**src/design/tcce_pkg.sv**
```systemverilog
`default_nettype none
// ----------------------------------------------------------------------------
// tcce_pkg
// Shared types, codes and constants of the text console character engine.
// ----------------------------------------------------------------------------
package tcce_pkg;

	localparam int DEF_COLUMNS = 80;
	localparam int DEF_ROWS    = 25;

	localparam int OP_W     = 2;
	localparam int CHAR_W   = 8;
	localparam int IDX_W    = 11;
	localparam int CELL_W   = 16;
	localparam int ATTR_W   = 8;
	localparam int CFG_IDX_W = 2;

	localparam int S_TDATA_W = 24;
	localparam int M_TDATA_W = 32;

	// short queue between front and back, power of two
	localparam int QUEUE_DEPTH = 2;

	localparam int TAB_STOP = 8;

	localparam logic [OP_W-1:0] OP_PUT   = 2'd0;
	localparam logic [OP_W-1:0] OP_CLEAR = 2'd1;
	localparam logic [OP_W-1:0] OP_READ  = 2'd2;

	localparam logic [CHAR_W-1:0] CHAR_BS    = 8'h08;
	localparam logic [CHAR_W-1:0] CHAR_TAB   = 8'h09;
	localparam logic [CHAR_W-1:0] CHAR_LF    = 8'h0A;
	localparam logic [CHAR_W-1:0] CHAR_CR    = 8'h0D;
	localparam logic [CHAR_W-1:0] CHAR_SPACE = 8'h20;

	localparam logic [CELL_W-1:0] RESET_CELL = 16'h0720;
	localparam logic [ATTR_W-1:0] RESET_ATTR = 8'h07;

	localparam logic [CFG_IDX_W-1:0] CFG_TEXT_ATTR  = 2'd0;
	localparam logic [CFG_IDX_W-1:0] CFG_BLANK_ATTR = 2'd1;

	typedef logic [2:0] kind_t;

	localparam kind_t K_NOP   = 3'd0;
	localparam kind_t K_PRINT = 3'd1;
	localparam kind_t K_BS    = 3'd2;
	localparam kind_t K_TAB   = 3'd3;
	localparam kind_t K_CR    = 3'd4;
	localparam kind_t K_LF    = 3'd5;
	localparam kind_t K_CLEAR = 3'd6;
	localparam kind_t K_READ  = 3'd7;

	typedef struct packed {
		kind_t             kind;
		logic [CHAR_W-1:0] char_code;
		logic [IDX_W-1:0]  cell_index;
	} entry_t;

endpackage
`default_nettype wire

```
**src/design/tcce_front.sv**
```systemverilog
`default_nettype none
// ----------------------------------------------------------------------------
// tcce_front
// Input side: takes words from the stream and classifies them for the back.
// ----------------------------------------------------------------------------
module tcce_front
	import tcce_pkg::*;
#(
	parameter int COLUMNS = DEF_COLUMNS,
	parameter int ROWS    = DEF_ROWS
) (
	input  wire                  s_axis_tvalid,
	output logic                 s_axis_tready,
	input  wire  [S_TDATA_W-1:0] s_axis_tdata,   // char_code[7:0], cell_index[18:8]
	input  wire  [OP_W-1:0]      s_axis_tuser,   // op[1:0]
	input  wire                  init_busy,
	output logic                 q_valid,
	input  wire                  q_ready,
	output entry_t               q_entry
);

	localparam int CELL_COUNT = COLUMNS * ROWS;

	logic [CHAR_W-1:0] char_code;
	logic [IDX_W-1:0]  cell_index;
	logic              in_range;
	kind_t             kind;

	assign char_code  = s_axis_tdata[CHAR_W-1:0];
	assign cell_index = s_axis_tdata[CHAR_W +: IDX_W];
	assign in_range   = (32'(cell_index) < 32'(CELL_COUNT));

	always_comb begin
		kind = K_NOP;
		unique case (s_axis_tuser)
			OP_PUT: begin
				unique case (char_code)
					CHAR_BS:  kind = K_BS;
					CHAR_TAB: kind = K_TAB;
					CHAR_CR:  kind = K_CR;
					CHAR_LF:  kind = K_LF;
					default:  kind = (char_code >= CHAR_SPACE) ? K_PRINT : K_NOP;
				endcase
			end
			OP_CLEAR: kind = K_CLEAR;
			// reads past the screen return zero, same as a no-op
			OP_READ:  kind = in_range ? K_READ : K_NOP;
			default:  kind = K_NOP;
		endcase
	end

	assign q_entry.kind       = kind;
	assign q_entry.char_code  = char_code;
	assign q_entry.cell_index = cell_index;

	// nothing taken while the screen is being cleared after reset
	assign q_valid       = s_axis_tvalid && !init_busy;
	assign s_axis_tready = q_ready && !init_busy;

endmodule
`default_nettype wire

```
**config.mk**
```make
export PLATFORM = sky130hd
export DESIGN_NAME = tcce_front
export DESIGN_NICKNAME = d
export VERILOG_FILES = /design/src/design/tcce_pkg.sv /design/src/design/tcce_front.sv
export SDC_FILE = /design/constraint.sdc
export NUM_CORES = 1
export LEC_CHECK = 0
export BUFFER_PORTS_ARGS = -buffer_cell sky130_fd_sc_hd__clkbuf_2
export CAP_MARGIN = 20
export CORE_AREA = 2 2 39 41
export DETAILED_ROUTE_END_ITERATION = 16
export DIE_AREA = 0 0 41 43
export PLACE_DENSITY = 0.69
export SKIP_LAST_GASP = 1
export SYNTH_ARGS = -nofsm -noshare
export SYNTH_HDL_FRONTEND = slang
export SYNTH_SLANG_ARGS = --single-unit
export TNS_END_PERCENT = 100
```
**constraint.sdc**
```tcl
create_clock -name vclk -period 1.08
set_input_delay 0.054 -clock vclk [all_inputs]
set_output_delay 0.054 -clock vclk [all_outputs]
set_load 0.1 [all_outputs]
```
After elaboration in Yosys (flattened, before gate mapping)
Cells that the tools add are included.
W data, S select, Z words.
{"block": "classes", "n_reduce_logical": 4, "muxes": 4, "n_eq_ne": 6, "order_cmp": 2}
{"op": "$eq A8 B4 Y1 const B", "n": 4}
{"op": "$pmux W3 S4", "n": 1}
{"op": "$lt A11 B11 Y1 const B", "n": 1}
{"op": "$pmux W3 S3", "n": 1}
{"op": "$ge A8 B6 Y1 const B", "n": 1}
{"op": "$mux W3", "n": 1}
{"op": "$eq A2 B1 Y1 const B", "n": 1}
{"op": "$eq A2 B2 Y1 const B", "n": 1}
{"op": "$logic_and A1 B1 Y1", "n": 2}
{"op": "$logic_not A2 Y1", "n": 1}
{"op": "$logic_not A1 Y1", "n": 1}
{"op": "$mux W1", "n": 1}
{"block": "word_totals", "wordCells": 16, "input_bits": 29, "output_inout_bits": 24, "ff_bits": 0}

Logic depth before layout (Yosys ltp)
{"block": "logic_depth", "word_depth": 4, "ltp_mapped": 3, "mapped_depth_nobuf": 3}

Worst setup path after synthesis
Ideal clock, no wire load.
{"block": "synth_timing", "kind": "input port to output port", "from": "in s_axis_tuser[1]", "to": "out q_entry[20] (netlist bit)", "t_arrival_ns": 2.827, "cell_stages": 3, "path_buffers": 0, "required_ns": 1.026, "path_slack_ns": -1.801, "cell_sequence": "nor4_1 -> nand3b_1 -> o31ai_1"}
{"element": "from (decl)", "line": "tcce_front.sv:15", "rtl": "input wire [OP_W-1:0] s_axis_tuser,"}
{"element": "to (decl)", "line": "tcce_front.sv:19", "rtl": "output entry_t q_entry"}

==> results.json <==
{
  "ys_types": 16,
  "crit_arrival_ps": 1250,
  "fin_crit_sh_pct": 121,
  "min_period_ps": 1310,
  "synth_area_sq_um": 277,
  "worst_slack_ps": -226,
  "hold-worst-slack_ps": 108,
  "syn2layout_area_growth_pct": 100,
  "synth-xor-area-share_pct": 6.33,
  "die_area_sq_um": 1760,
  "dr.pass1.iters": 2,
  "utilization_pct": 40.0,
  "n_sequential_cell": 0,
  "numPortBuffers": 40,
  "multi_input_area_sq_um": 190,
  "routed_wl_um": 725,
  "cp_max_fo": 2,
  "wire_per_inst_um": 8.95,
  "synth_area_leader_cell": "buf_4",
  "final_nets": 96,
  "synth_top_family_by_area": "buffers and inverters",
  "hold_viol": 0,
  "min_path_type": "input pin to output pin",
  "yosys-mux-area-fraction_pct": 0,
  "critical_path_class": "input pin to output pin",
  "seqCellArea_sq_um": 0,
  "startpoint_type": "input pin",
  "wl_met1_um": 242,
  "p_total_mw": 0.556,
  "wl_met2_um": 407,
  "syn_inst": 37,
  "violations": "negative setup slack",
  "top_layer": "met3",
  "drt_first_iter_violations": 3,
  "fmax_mhz": 766,
  "end_kind": "output pin",
  "setup_viol": 3,
  "synth_common_cells": "buf_4 (19), nor2_1 (2), nor2b_1 (2), o21ai_1 (2)",
  "setup_tns_ps": -400,
  "via_per_inst": 4.16,
  "synthAdderAreaFrac_pct": 0,
  "synth.most_common_cell": "buf_4",
  "diodes": 0,
  "synthTopCellsByArea": "buf_4 (52%), a221oi_2 (5.4%), or4b_4 (5.0%)",
  "gp_congestion": 0.639,
  "core_area_sq_um": 1380,
  "final_area_sq_um": 553,
  "place_inst": 81,
  "hold_depth": 0,
  "first_global_vias": 316,
  "route.met3.wl_um": 75,
  "drc": 0,
  "required_ps": 1030,
  "max_cap_viol_count": 0,
  "grt_pass1_wl_mm": 1.11,
  "cts_resized": 0,
  "status": "finished with violations",
  "boundaryPins": 53,
  "tightestPinTransition_ps": 544,
  "grt_use_total_pct": 8.19,
  "ir_worst_vdd_mv": 0.379,
  "yosysSeqAreaShare_pct": 0,
  "grt_max_degree": 5,
  "antenna_found_initial": 0,
  "rsz0062_at_grt": "yes",
  "vias": 337,
  "syn_area_per_cell_sq_um": 7.47,
  "synthSimpleGateAreaFrac_pct": 25.8,
  "drive_gt1_share_pct": 84.6,
  "start_util_pct": 20.0,
  "antenna_left": 0,
  "place_ws_ps": -259,
  "leakagePower_nw": 0.276,
  "slew_headroom_pct": 63.9,
  "synth_nets": 66,
  "synth_top_area_share_pct": 51.6,
  "placed_area_sq_um": 553,
  "rows": 14,
  "pwr_density_cell_nw_per_um2": 1010,
  "fp.dieW_um": 41,
  "grt_overflow_total": 0,
  "fillers": 143,
  "synth-compound-area-share_pct": 16.3,
  "die_h_um": 43,
  "maxSlewViolCount": 0,
  "post-cts-setup-buffers": 0,
  "yosysWarnings": 0,
  "nClkBuffers": 0,
  "instances_no_fill": 81
}
==> worst paths after layout <==
check | from | to | slack [ps]
max | s_axis_tdata[1] | q_entry[19] | -230
min | s_axis_tdata[8] | q_entry[0] | 110
==> cells by family (layout without fill, tap and decap cells) <==
family                 Yosys count  in the layout
buffers and inverters           19             47
AND/OR/NAND/NOR                 10             10
AO/OA/AOI/OAI                    6              6
XOR/XNOR                         2              2
==> timing repair <==
action | 4_1_cts | 5_1_grt
gates cloned | 0 | 0
setup endpoints to repair | 3 | 3
hold buffers | 0 | 0
pin swaps | 3 | 0
==> critical path: stages <==
cell and delay (ps):
clkbuf_2 100, xnor2_1 120, or4b_4 490, a221oi_4 280
buf_12 210
==> layout by cell type, fill, tap and decap left out, drive strengths merged <==
master / n
a21oi: 1
a221oi: 1
and3b: 1
buf: 18
clkbuf: 29
nand3: 1
nand3b: 1
nand4b: 1
nor2: 2
nor2b: 2
nor4: 1
o211ai: 1
o21ai: 2
o31ai: 1
or4b: 1
xnor2: 1
xor2: 1
==> report_power, final <==
group          switching [mW]  internal, mW
clock network               0             0
registers                   0             0
logic                   0.404         0.152
==> layout make-up <==
| class | count | share of cell area, % |
|---|---|---|
| Tap cell | 16 | 3.62 |
| Timing Repair Buffer | 47 | 62.0 |
| Multi-Input combinational cell | 18 | 34.4 |
==> metal layers <==
layer	track usage, %	up-vias
li1	-	172
met1	9.49	147
met2	16.3	18
met3	0	0
met4	0	0
met5	0	-
Note: power is estimated with default switching activity, not from simulation.
