File: src/design/tcce_pkg.sv
`default_nettype none
// ----------------------------------------------------------------------------
// tcce_pkg
// Shared types, codes and constants of the text console character engine.
// ----------------------------------------------------------------------------
package tcce_pkg;

	localparam int DEF_COLUMNS = 80;
	localparam int DEF_ROWS    = 25;

	localparam int OP_W     = 2;
	localparam int CHAR_W   = 8;
	localparam int IDX_W    = 11;
	localparam int CELL_W   = 16;
	localparam int ATTR_W   = 8;
	localparam int CFG_IDX_W = 2;

	localparam int S_TDATA_W = 24;
	localparam int M_TDATA_W = 32;

	// short queue between front and back, power of two
	localparam int QUEUE_DEPTH = 2;

	localparam int TAB_STOP = 8;

	localparam logic [OP_W-1:0] OP_PUT   = 2'd0;
	localparam logic [OP_W-1:0] OP_CLEAR = 2'd1;
	localparam logic [OP_W-1:0] OP_READ  = 2'd2;

	localparam logic [CHAR_W-1:0] CHAR_BS    = 8'h08;
	localparam logic [CHAR_W-1:0] CHAR_TAB   = 8'h09;
	localparam logic [CHAR_W-1:0] CHAR_LF    = 8'h0A;
	localparam logic [CHAR_W-1:0] CHAR_CR    = 8'h0D;
	localparam logic [CHAR_W-1:0] CHAR_SPACE = 8'h20;

	localparam logic [CELL_W-1:0] RESET_CELL = 16'h0720;
	localparam logic [ATTR_W-1:0] RESET_ATTR = 8'h07;

	localparam logic [CFG_IDX_W-1:0] CFG_TEXT_ATTR  = 2'd0;
	localparam logic [CFG_IDX_W-1:0] CFG_BLANK_ATTR = 2'd1;

	typedef logic [2:0] kind_t;

	localparam kind_t K_NOP   = 3'd0;
	localparam kind_t K_PRINT = 3'd1;
	localparam kind_t K_BS    = 3'd2;
	localparam kind_t K_TAB   = 3'd3;
	localparam kind_t K_CR    = 3'd4;
	localparam kind_t K_LF    = 3'd5;
	localparam kind_t K_CLEAR = 3'd6;
	localparam kind_t K_READ  = 3'd7;

	typedef struct packed {
		kind_t             kind;
		logic [CHAR_W-1:0] char_code;
		logic [IDX_W-1:0]  cell_index;
	} entry_t;

endpackage
`default_nettype wire

File: src/design/tcce_queue.sv
`default_nettype none
// ----------------------------------------------------------------------------
// tcce_queue
// Short FIFO of classified words between the front and the back.
// ----------------------------------------------------------------------------
module tcce_queue
	import tcce_pkg::*;
(
	input  wire    clk,
	input  wire    arst_n,
	input  wire    wr_valid,
	output logic   wr_ready,
	input  entry_t wr_entry,
	output logic   rd_valid,
	input  wire    rd_ready,
	output entry_t rd_entry
);

	localparam int PTR_W = (QUEUE_DEPTH > 1) ? $clog2(QUEUE_DEPTH) : 1;
	localparam int CNT_W = $clog2(QUEUE_DEPTH + 1);

	entry_t           slot_q [QUEUE_DEPTH];
	logic [PTR_W-1:0] wr_ptr_q;
	logic [PTR_W-1:0] rd_ptr_q;
	logic [CNT_W-1:0] count_q;
	logic             push;
	logic             pop;

	assign wr_ready = (count_q != CNT_W'(QUEUE_DEPTH));
	assign rd_valid = (count_q != '0);
	assign rd_entry = slot_q[rd_ptr_q];
	assign push     = wr_valid && wr_ready;
	assign pop      = rd_valid && rd_ready;

	always_ff @(posedge clk) begin
		if (push) begin
			slot_q[wr_ptr_q] <= wr_entry;
		end
	end

	always_ff @(posedge clk or negedge arst_n) begin
		if (!arst_n) begin
			wr_ptr_q <= '0;
			rd_ptr_q <= '0;
			count_q  <= '0;
		end else begin
			if (push) begin
				wr_ptr_q <= wr_ptr_q + PTR_W'(1);
			end
			if (pop) begin
				rd_ptr_q <= rd_ptr_q + PTR_W'(1);
			end
			if (push && !pop) begin
				count_q <= count_q + CNT_W'(1);
			end else if (pop && !push) begin
				count_q <= count_q - CNT_W'(1);
			end
		end
	end

endmodule
`default_nettype wire

File: config.mk
export PLATFORM = sky130hd
export DESIGN_NAME = tcce_queue
export DESIGN_NICKNAME = d
export VERILOG_FILES = /design/src/design/tcce_pkg.sv /design/src/design/tcce_queue.sv
export SDC_FILE = /design/constraint.sdc
export NUM_CORES = 1
export LEC_CHECK = 0
export CORE_MARGIN = 5
export CORE_UTILIZATION = 55
export DETAILED_ROUTE_END_ITERATION = 8
export DONT_BUFFER_PORTS = 1
export PLACE_DENSITY_LB_ADDON = 0.25
export SETUP_SLACK_MARGIN = 0.5
export SLEW_MARGIN = 40
export SYNTH_ARGS = -nofsm -noshare
export SYNTH_HDL_FRONTEND = slang
export SYNTH_SLANG_ARGS = --single-unit
File: constraint.sdc
create_clock -name clk -period 1.8 [get_ports clk]
set_input_delay 0.18 -clock clk [delete_from_list [all_inputs] [get_ports clk]]
set_output_delay 0.18 -clock clk [all_outputs]
set_load 0.01 [all_outputs]
# ---- Word-level counts from Yosys, hierarchy flattened
# Memories as Yosys holds them, arrays and structs flattened.
# Index checks and enable logic that the tools add are counted.
dict set report classes {
  mul 0
  div 0
  n_bitwise 0
  muxes 4
  order_cmp 0
  reduce_logical 8
  shift 0
  addsub 4
  n_eq_ne 1
}
# op count
set ops {}
lappend ops {{1-bit logical AND} 4}
lappend ops {{2-bit 2-to-1 mux} 2}
lappend ops {{2-bit nonzero test} 2}
lappend ops {{1-bit adder, second input constant} 2}
lappend ops {{2-bit by 1-bit adder with 2-bit output, second input constant} 1}
lappend ops {{1-bit logical NOT} 2}
lappend ops {{1-bit 2-to-1 mux} 2}
lappend ops {{2-bit inequality test, second input constant} 1}
lappend ops {{2-bit by 1-bit subtractor with 2-bit output, second input constant} 1}
dict set report word_totals {
  mem_bits_ro 0
  ramBits 44
  ff_bits 4
  latch_bits 0
  n_memories 1
}
# memory depth width rd rd_clocked_by_memory_dff wr line_no
set mem_list {}
lappend mem_list {slot_q 2 22 1 0 1 tcce_queue.sv:22} ;# entry_t slot_q [QUEUE_DEPTH];

# ---- Logic depth before layout (Yosys ltp)
# Gate-level depths: netlist of the first run.
dict set report logic_depth {
  word_depth 6
  ltp_mapped 7
}

# ---- Worst setup path after synthesis of the first run
# No wires, ideal clock.
dict set report synth_timing {
  path_type {register to register}
  startpoint {register count_q[0]}
  endpoint {memory slot_q[0][0] (netlist bit), enable pin}
  required_time_ps 1399
  path_buffers 0
  synth_period_minus_slack_ps 2042
  t_arrival_ps 1641
  slack_ps -242
  path_stages_with_launch 4
  path_cell_list {dfrtp_1 > nand2b_1 > nand2_1 > nor2_1}
}
dict set report synth_via {
  elab_chain_len 4
}
# item line_no
set synth_rtl {}
lappend synth_rtl {{start: declaration} tcce_queue.sv:25} ;# logic [CNT_W-1:0] count_q;
lappend synth_rtl {{start signal: assignment} tcce_queue.sv:54} ;# count_q <= count_q + CNT_W'(1);
lappend synth_rtl {{start signal: assignment} tcce_queue.sv:56} ;# count_q <= count_q - CNT_W'(1);
lappend synth_rtl {{2-bit inequality test} tcce_queue.sv:29} ;# assign wr_ready = (count_q != CNT_W'(QUEUE_DEPTH));
lappend synth_rtl {{named net wr_ready} tcce_queue.sv:12} ;# output logic wr_ready,
lappend synth_rtl {{1-bit logical AND} tcce_queue.sv:32} ;# assign push = wr_valid && wr_ready;
lappend synth_rtl {{1-bit 2-to-1 mux} tcce_queue.sv:36} ;# if (push) begin
lappend synth_rtl {{1-bit 2-to-1 mux (not written as such)} tcce_queue.sv:37} ;# slot_q[wr_ptr_q] <= wr_entry;
lappend synth_rtl {{end: declaration} tcce_queue.sv:22}
# The timed path passes the listed nets, and every way through them passes these cells.

==> run metrics, run 1 <==
outcome complete, no violations; first-pass GRT wire length 5.009 mm; Final Net Count 155; GPL Wtd Cong 0.6162; Setup TNS Final 0 ns; CP Class reg -> out; max_cap viols 0; Die Wd 67.02 microns; Critical Path End Type primary output; Critical Path RT 1.62 ns; WL/cell 19.01 microns; Fin Clk Skew 0.01495 ns; Leak 0.9124 nW; Detail Placement HPWL 1.802 mm; Syn Inst Count 86; Tmin final 1.479 ns; fin. max-slew vios 0; Root Buffer clkbuf_4; DR vias 889; Cell Area, Synth 0.001788 sq mm; Worst VDD drop 0.001197 V; initial antenna violation count 0; drt total wl 3.289 mm; final hold vios 0; Top Ports 50; clock latency on the worst-skew pair 0.36 ns; core area 0.003078 sq mm; library cells used by synthesis 14; Tot Pwr 3.575 mW; Worst EP arrival 1.30 ns; Initial DRC Count 20; Rows 20; layout cells sized above 1 39.53%; CTS tree yes; CTS clk-pin slew, worst paths 0.12 ns; critical-path maximum fanout 6; Min Hold Slack 0.09414 ns; Synth Register Bits 48; drt first pass iters 3; Multi-input gate area 481.7 sq um; synthesized area per cell 20.79 sq um; clock sink count 48; Starting Density 58.09%; DIE AREA 0.004491 sq mm; Hold WC Path Type in -> async; Syn Nets 113; final clock period utilization by the worst path 82.17%; fillcell total 182; gr ovfl total 0; sequential fraction of the synthesis area 79.50%; unrepaired setup endpoints after global routing true; Syn-to-layout area delta 34.29%; DR DRC count 0; largest net degree at the start of global routing 16; maximum buffer depth of the clock tree 2; Antenna diodes 0; All-Layer GR Usage 16.06%; slew margin rel. 84.64%; Final ANT Viol Nets 0; Worst Max-Slew Pin Slew 0.2305 ns; pwr dens 1489 mW/mm^2; Die Ht 67.02 microns; Synthesis Warnings 0; htree depth 2; CP Launch Type register; # setup viols final 0; maximum clock frequency 676.1 MHz; vias per cell 5.139; register area 0.001423 sq mm; # port buffers 0; CTS Buf Count 5; vias in the first global route 1034
[per-stage QoR]
| stage | instances | setup slack, ns | utilization, % | cell area, sq um |
|---|---|---|---|---|
| final | 173 | 0.3210 | 78.01 | 2401 |
| after CTS | 171 | 0.2959 | 76.22 | 2346 |
| after global routing | 173 | 0.2550 | 78.01 | 2401 |
| after global placement | 132 | 0.3152 | 61.54 | 1894 |
| after detailed placement | 132 | 0.2782 | 61.54 | 1894 |
| after floorplan | 86 | 0.4435 | - | 1832 |
[kinds of logic (layout without fill, tap and decap cells)]
group | Yosys count | after routing | share of synthesized area, %
simple gates | 7 | 8 | 2.030
mux | 22 | 22 | 13.86
xor+xnor | 5 | 5 | 2.450
buf+inv | 3 | 45 | 1.469
flops | 48 | 48 | 79.50
fa+ha+maj | 1 | 1 | 0.6997
[layout by cell type (no fill, tap or decap), drive strengths merged]
cell | Yosys | final
edfxtp | 44 | 44
dlygate4sd3 | 0 | 24
mux2 | 22 | 22
buf | 2 | 11
clkbuf | 0 | 6
dfrtp | 4 | 4
xnor2 | 3 | 3
clkinv | 0 | 3
nand2 | 2 | 2
and3 | 1 | 2
xor2 | 2 | 2
nor2 | 2 | 2
nand2b | 1 | 1
inv | 1 | 1
or2 | 1 | 1
ha | 1 | 1
[layout make-up]
class / instances / area share, %
inverters: 1 / 0.1563
clock buffers: 5 / 1.563
multi-input cells: 36 / 20.06
flip-flops and latches: 48 / 59.25
well taps: 44 / 2.293
repair buffers: 36 / 15.89
clock inverters: 3 / 0.7817
[registers in the layout, indices dropped and copies added, names as in the netlist]
register	flops
rd_ptr_q	1
wr_ptr_q	1
slot_q	44
count_q	2
[cells in the mapped netlist]
master | instances | area [sq um]
and3_1 | 1 | 6.260
buf_6 | 2 | 22.52
dfrtp_1 | 4 | 100.1
edfxtp_1 | 44 | 1321
ha_1 | 1 | 12.51
inv_1 | 1 | 3.750
mux2_2 | 22 | 247.7
nand2_1 | 1 | 3.750
nand2_2 | 1 | 6.260
nand2b_1 | 1 | 6.260
nor2_1 | 2 | 7.510
or2_1 | 1 | 6.260
xnor2_1 | 3 | 26.28
xor2_1 | 2 | 17.52
[path summary, 6_finish.rpt]
kind                       startpoint      endpoint  slack [ns]  depth (start not counted)
min in group clk             wr_valid      wr_ptr_q        0.17                          4
max                          rd_ptr_q  rd_entry[17]        0.32                          2
min                            arst_n      rd_ptr_q        0.09                          1
max reg2reg                count_q[0]    count_q[1]        0.38                          7
min reg2reg                  wr_ptr_q      wr_ptr_q        0.62                          1
max in group asynchronous      arst_n      rd_ptr_q        1.52                          1
[power by group]
group / switching [mW] / total (mW) / internal [mW]
clock network: 0.311 / 0.462 / 0.150
logic: 0.675 / 1.46 / 0.781
registers: 0.122 / 1.66 / 1.53
total: 1.11 / 3.58 / 2.47
[worst max-delay path, cell delays in order, from the launching register on]
cell,delay [ns]
dfrtp_2,0.47
buf_6,0.16
mux2_4,0.32
[what timing repair did]
item                                    in CTS  in global routing
setup buffers                                4                  1
resized for setup                           30                  6
pin swaps                                    4                  0
endpoints found under the setup margin      45                 50
hold buffers                                24                  0
endpoints found under the hold margin       49                  0
gates cloned                                 3                  1
[layer usage]
metal / share of wire, % / global-route usage (%)
met4: 1.1 / 6.329
met5: 0 / 0
met3: 7.8 / 6.745
met1: 36 / 15.96
met2: 55 / 29.08
Power figures use the tool's default switching activity.
==> run 2: changes to the inputs <==
- clock period: 1.8 -> 1.2 ns (I/O delays scaled with it)
==> run 2 against run 1 <==
Effect of this change: the run now ends with setup timing left; global-route usage increased by 2.8 points; via count rose by 9.7%; sequential cell count unchanged; design area increased by 8.1%; clock power increased by 51%; cell count is 5.2% higher; sequential power increased by 52%; register-to-register slack worse by 0.70 ns; first-iteration DRC count rose to 3.1 times the previous value; clock-buffer cell count up 1; worst hold slack worse by 0.071 ns; setup slack lost 0.64 ns; critical path type is now reg -> reg.
==> run metrics, run 2 (synthesis gave the netlist of run 1 again) <==
All-Layer GR Usage 18.86%; most frequent cells in the layout edfxtp_1 (44), dlygate4sd3_1 (23), mux2_4 (22); Largest register FFs 44; maximum clock frequency 658.0 MHz; initial antenna violation count 0; Fin Clk Skew 0.02080 ns; layout cells sized above 1 47.10%; DR vias 975; failing checks setup timing; Die Wd 67.02 microns; CP Class reg -> reg; Critical Path RT 1.47 ns; max incr delay on CP 0.46 ns; # port buffers 0; Worst EP arrival 1.79 ns; clock sink count 48; Starting Density 58.09%; Worst Max-Slew Pin Slew 0.2506 ns; Final ANT Viol Nets 0; unrepaired setup endpoints after global routing true; Tot Pwr 6.088 mW; fin cells 182; CP Buf/Inv Count 1; post-route setup slack -0.3198 ns; slew margin rel. 83.24%; core area 0.003078 sq mm; crit-path cells nand2b_4, nand2_4, inv_4, ha_4, xor2_2, nor2_1, xor2_1; Hold WC Path Type in -> reg; Initial DRC Count 61; Critical Path End Type register; clock latency on the worst-skew pair 0.35 ns; first-pass GRT wire length 5.809 mm; Top Ports 50; Root Buffer clkbuf_4; Max stage delay cell, worst path dfrtp_1; critical-path maximum fanout 4; Worst VDD drop 0.001670 V; DR DRC count 0; fillcell total 140; vias per cell 5.357; Syn-to-layout area delta 45.14%; # setup viols final 70; maximum buffer depth of the clock tree 2; commonest non-fill, non-tap cell in the layout edfxtp_1; Final Net Count 164; final clock period utilization by the worst path 126.6%; WL/cell 22.28 microns; GPL Wtd Cong 0.6826; CTS tree yes; vias in the first global route 1079; CTS Buf Count 5; CTS clk-pin slew, worst paths 0.14 ns; pwr dens 2346 mW/mm^2; fin. max-slew vios 0; largest registers slot_q x44, count_q x2; Rows 20; htree depth 2; CP Launch Type register; Leak 0.9978 nW; gr ovfl total 0; drt total wl 4.055 mm; final hold vios 0; Crit path max-delay family flip-flops; max_cap viols 0; drt first pass iters 4; Placed Cells 138; Antenna diodes 0; Tmin final 1.520 ns; Die Ht 67.02 microns; outcome finished, violations left; Reg with most FFs slot_q; largest net degree at the start of global routing 19; DIE AREA 0.004491 sq mm
[run 2: cell count changes in the layout (fill, tap and decap cells not counted), sizes merged]
cell / change
buf: +12
clkinv: -2
and3: -1
clkinvlp: +1
dlygate4sd3: -1
[run 2: final timing paths]
| kind | start | to | slack [ns] | cells after the start |
|---|---|---|---|---|
| min in group asynchronous | arst_n | rd_ptr_q | 0.04 | 1 |
| max in group asynchronous | arst_n | count_q[1] | 0.94 | 1 |
| min reg2reg | wr_ptr_q | wr_ptr_q | 0.58 | 1 |
| max | count_q[0] | count_q[1] | -0.32 | 7 |
| max reg2reg | count_q[0] | count_q[1] | -0.32 | 7 |
| min | rd_ready | rd_ptr_q | 0.02 | 3 |
[run 2: final cells by class]
| cell class | count | area, sq um | share of cell area (%) |
|---|---|---|---|
| sequential | 48 | 1424 | 54.87 |
| timing repair buffer | 46 | 556.8 | 21.46 |
| inverter | 1 | 6.256 | 0.2411 |
| multi-input combinational | 35 | 500.5 | 19.29 |
| clock inverter | 2 | 11.26 | 0.4339 |
| tap | 44 | 55.05 | 2.122 |
| clock buffer | 6 | 41.29 | 1.591 |
[run 2: what timing repair did]
| item | CTS | global route |
|---|---|---|
| cloned | 2 | 0 |
| pin swaps | 2 | 5 |
| endpoints found under the setup margin | 72 | 72 |
| hold endpoints to repair | 49 | 0 |
| buffers inserted | 9 | 2 |
| gates resized for setup | 10 | 7 |
| hold buffers | 23 | 0 |
[run 2: routing by layer]
metal | vias to the layer above | share of wire, % | GRT usage (%)
met3 | 13 | 6.9 | 6.408
met5 | - | 0 | 0
met2 | 45 | 55 | 31.78
met1 | 487 | 35 | 21.09
met4 | 0 | 3.1 | 9.367
li1 | 430 | - | -
[run 2: power breakdown]
part | leakage, nW | total (mW) | switching [mW] | internal, mW
sequential | 0.453 | 2.52 | 0.212 | 2.31
clock | 0.0259 | 0.697 | 0.473 | 0.224
combinational | 0.519 | 2.87 | 1.22 | 1.65
total | 0.998 | 6.09 | 1.91 | 4.18
[run 2: worst register-to-register path, cell delays in order, from the launching register on]
cell      delay, ns
dfrtp_1        0.46
nand2b_4       0.19
nand2_4        0.09
inv_4          0.04
ha_4           0.16
xor2_2         0.14
nor2_1         0.15
xor2_1         0.21
[run 2: metrics by stage]
step | util (%) | worst slack [ns] | hold slack [ns] | cell area, sq um | setup TNS, ns
after global routing | 84.31 | -0.3501 | -0.009913 | 2595 | -18.54
after CTS | 82.60 | -0.2360 | -0.001881 | 2542 | -11.01
after detailed placement | 67.76 | -0.2042 | -0.1755 | 2086 | -2.940
after floorplan | - | -0.1562 | -0.1756 | 1916 | -6.653
final | 84.31 | -0.3198 | 0.02299 | 2595 | -16.04
after global placement | 67.76 | -0.1407 | -0.1755 | 2086 | -1.465
==> run 3: changes to the inputs <==
- ABC_CLOCK_PERIOD_IN_PS: not set -> 1200
- CORE_MARGIN: 5 -> 2
- SKIP_CTS_REPAIR_TIMING: not set -> 1
==> run 3 against run 2 <==
Effect of this change: the run ends with hold timing, setup timing left; sequential share of layout area up 4.0 points; fmax grew 6.4%; design area shrank 6.8%; first-iteration DRC count down 56%; critical path depth down 5; total power down 8.4%; wire length is 29% lower; cell count fell by 6.6%; register-to-register slack better by 0.13 ns; utilization decreased by 5.8 points; sequential cell count unchanged; highest routed layer unchanged.
==> run metrics, run 3 (synthesis gave the netlist of run 1 again) <==
vias in the first global route 858; largest net degree at the start of global routing 23; Worst VDD drop 0.001530 V; largest registers slot_q x44, count_q x2; initial antenna violation count 0; maximum clock frequency 700.1 MHz; Syn-to-layout area delta 35.20%; DR DRC count 0; Die Wd 61.02 microns; Critical Path End Type primary output; Tmin final 1.428 ns; worst r2r src count_q[1]; Top Ports 50; All-Layer GR Usage 15.44%; Rows 20; Final ANT Viol Nets 0; DIE AREA 0.003723 sq mm; Critical Path RT 1.08 ns; gr ovfl total 0; first-pass GRT wire length 3.815 mm; clock sink count 48; Min Hold Slack -0.1014 ns; Reg with most FFs slot_q; Initial DRC Count 27; CTS clk-pin slew, worst paths 0.13 ns; Hold Startpoint wr_valid; Worst EP arrival 1.31 ns; vias per cell 5.147; Setup crit start rd_ptr_q; Leak 0.9219 nW; Final Net Count 152; maximum buffer depth of the clock tree 2; Root Buffer clkbuf_4; max_cap viols 0; GPL Wtd Cong 0.6864; failing checks hold timing, setup timing; CTS Buf Count 5; final hold vios 2; Starting Density 58.09%; layout cells sized above 1 41.27%; Hold WC Path Type in -> reg; CTS tree yes; core area 0.003078 sq mm; htree depth 2; CP Launch Type register; most frequent cells in the layout edfxtp_1 (44), dlygate4sd3_1 (23), mux2_4 (22), clkbuf_4 (5), buf_4 (5); fin. max-slew vios 0; critical-path maximum fanout 18; # setup viols final 70; drt total wl 2.886 mm; outcome finished, violations left; Tot Pwr 5.575 mW; slew margin rel. 85.51%; post-route setup slack -0.2283 ns; CP Class reg -> out; Antenna diodes 0; Fin Clk Skew 0.006574 ns; DR vias 875; # port buffers 0; pwr dens 2306 mW/mm^2; WL/cell 16.98 microns; clock latency on the worst-skew pair 0.36 ns; Largest register FFs 44; commonest non-fill, non-tap cell in the layout edfxtp_1; final clock period utilization by the worst path 119.0%; Worst Max-Slew Pin Slew 0.2166 ns; Die Ht 61.02 microns; unrepaired setup endpoints after global routing true; drt first pass iters 4; fillcell total 175
==> run 3: cell types whose count changed in the layout (fill, tap and decap cells not counted), sizes merged <==
cell / previous run / this run
clkinvlp: 1 / 0
buf: 23 / 11
clkbuf: 6 / 5
bufinv: 0 / 1
clkinv: 1 / 2
==> run 3: area by class of cell <==
| class | instances | area [sq um] | share of cell area, % |
|---|---|---|---|
| multi-input combinational | 35 | 493.0 | 20.39 |
| timing repair buffer | 34 | 361.6 | 14.96 |
| clock buffer | 5 | 37.54 | 1.553 |
| tap | 44 | 55.05 | 2.277 |
| sequential | 48 | 1424 | 58.90 |
| inverter | 1 | 3.754 | 0.1553 |
| clock inverter | 3 | 42.54 | 1.760 |
==> run 3: worst paths after layout <==
check / to / slack, ns / depth (start not counted)
max in group asynchronous: rd_ptr_q / 0.98 / 1
hold reg to reg: wr_ptr_q / 0.59 / 1
setup / recovery: rd_entry[12] / -0.23 / 2
setup reg to reg: count_q[1] / -0.19 / 6
hold / removal: wr_ptr_q / -0.10 / 2
min in group asynchronous: count_q[1] / 0.02 / 1
==> run 3: worst max-delay path, cell delays in order, from the launching register on <==
cell and delay, ns:
dfrtp_2 0.45, buf_12 0.17, mux2_4 0.33
==> run 3: through the flow <==
stage	setup TNS, ns	instance area, sq um	utilization [%]	worst slack, ns	std cells
after CTS	-11.10	2133	69.31	-0.2519	145
after detailed placement	-4.706	2053	66.71	-0.1823	137
after floorplan	-6.653	1916	-	-0.1562	86
after global routing	-10.67	2417	78.54	-0.2835	170
final	-8.066	2417	78.54	-0.2283	170
after global placement	-3.367	2053	66.71	-0.1171	137
==> run 3: power breakdown <==
group	switching [mW]	internal [mW]	total, mW
Clock	0.488	0.436	0.923
Sequential	0.170	2.30	2.47
Combinational	0.971	1.21	2.18
Total	1.63	3.95	5.58
==> run 3: routing by layer <==
metal	up-vias	part of all wire (%)	global-route usage (%)
met1	427	36	14.80
met4	0	1.8	8.385
met3	5	7.4	10.29
li1	409	-	-
met2	34	54	25.04
met5	-	0	0
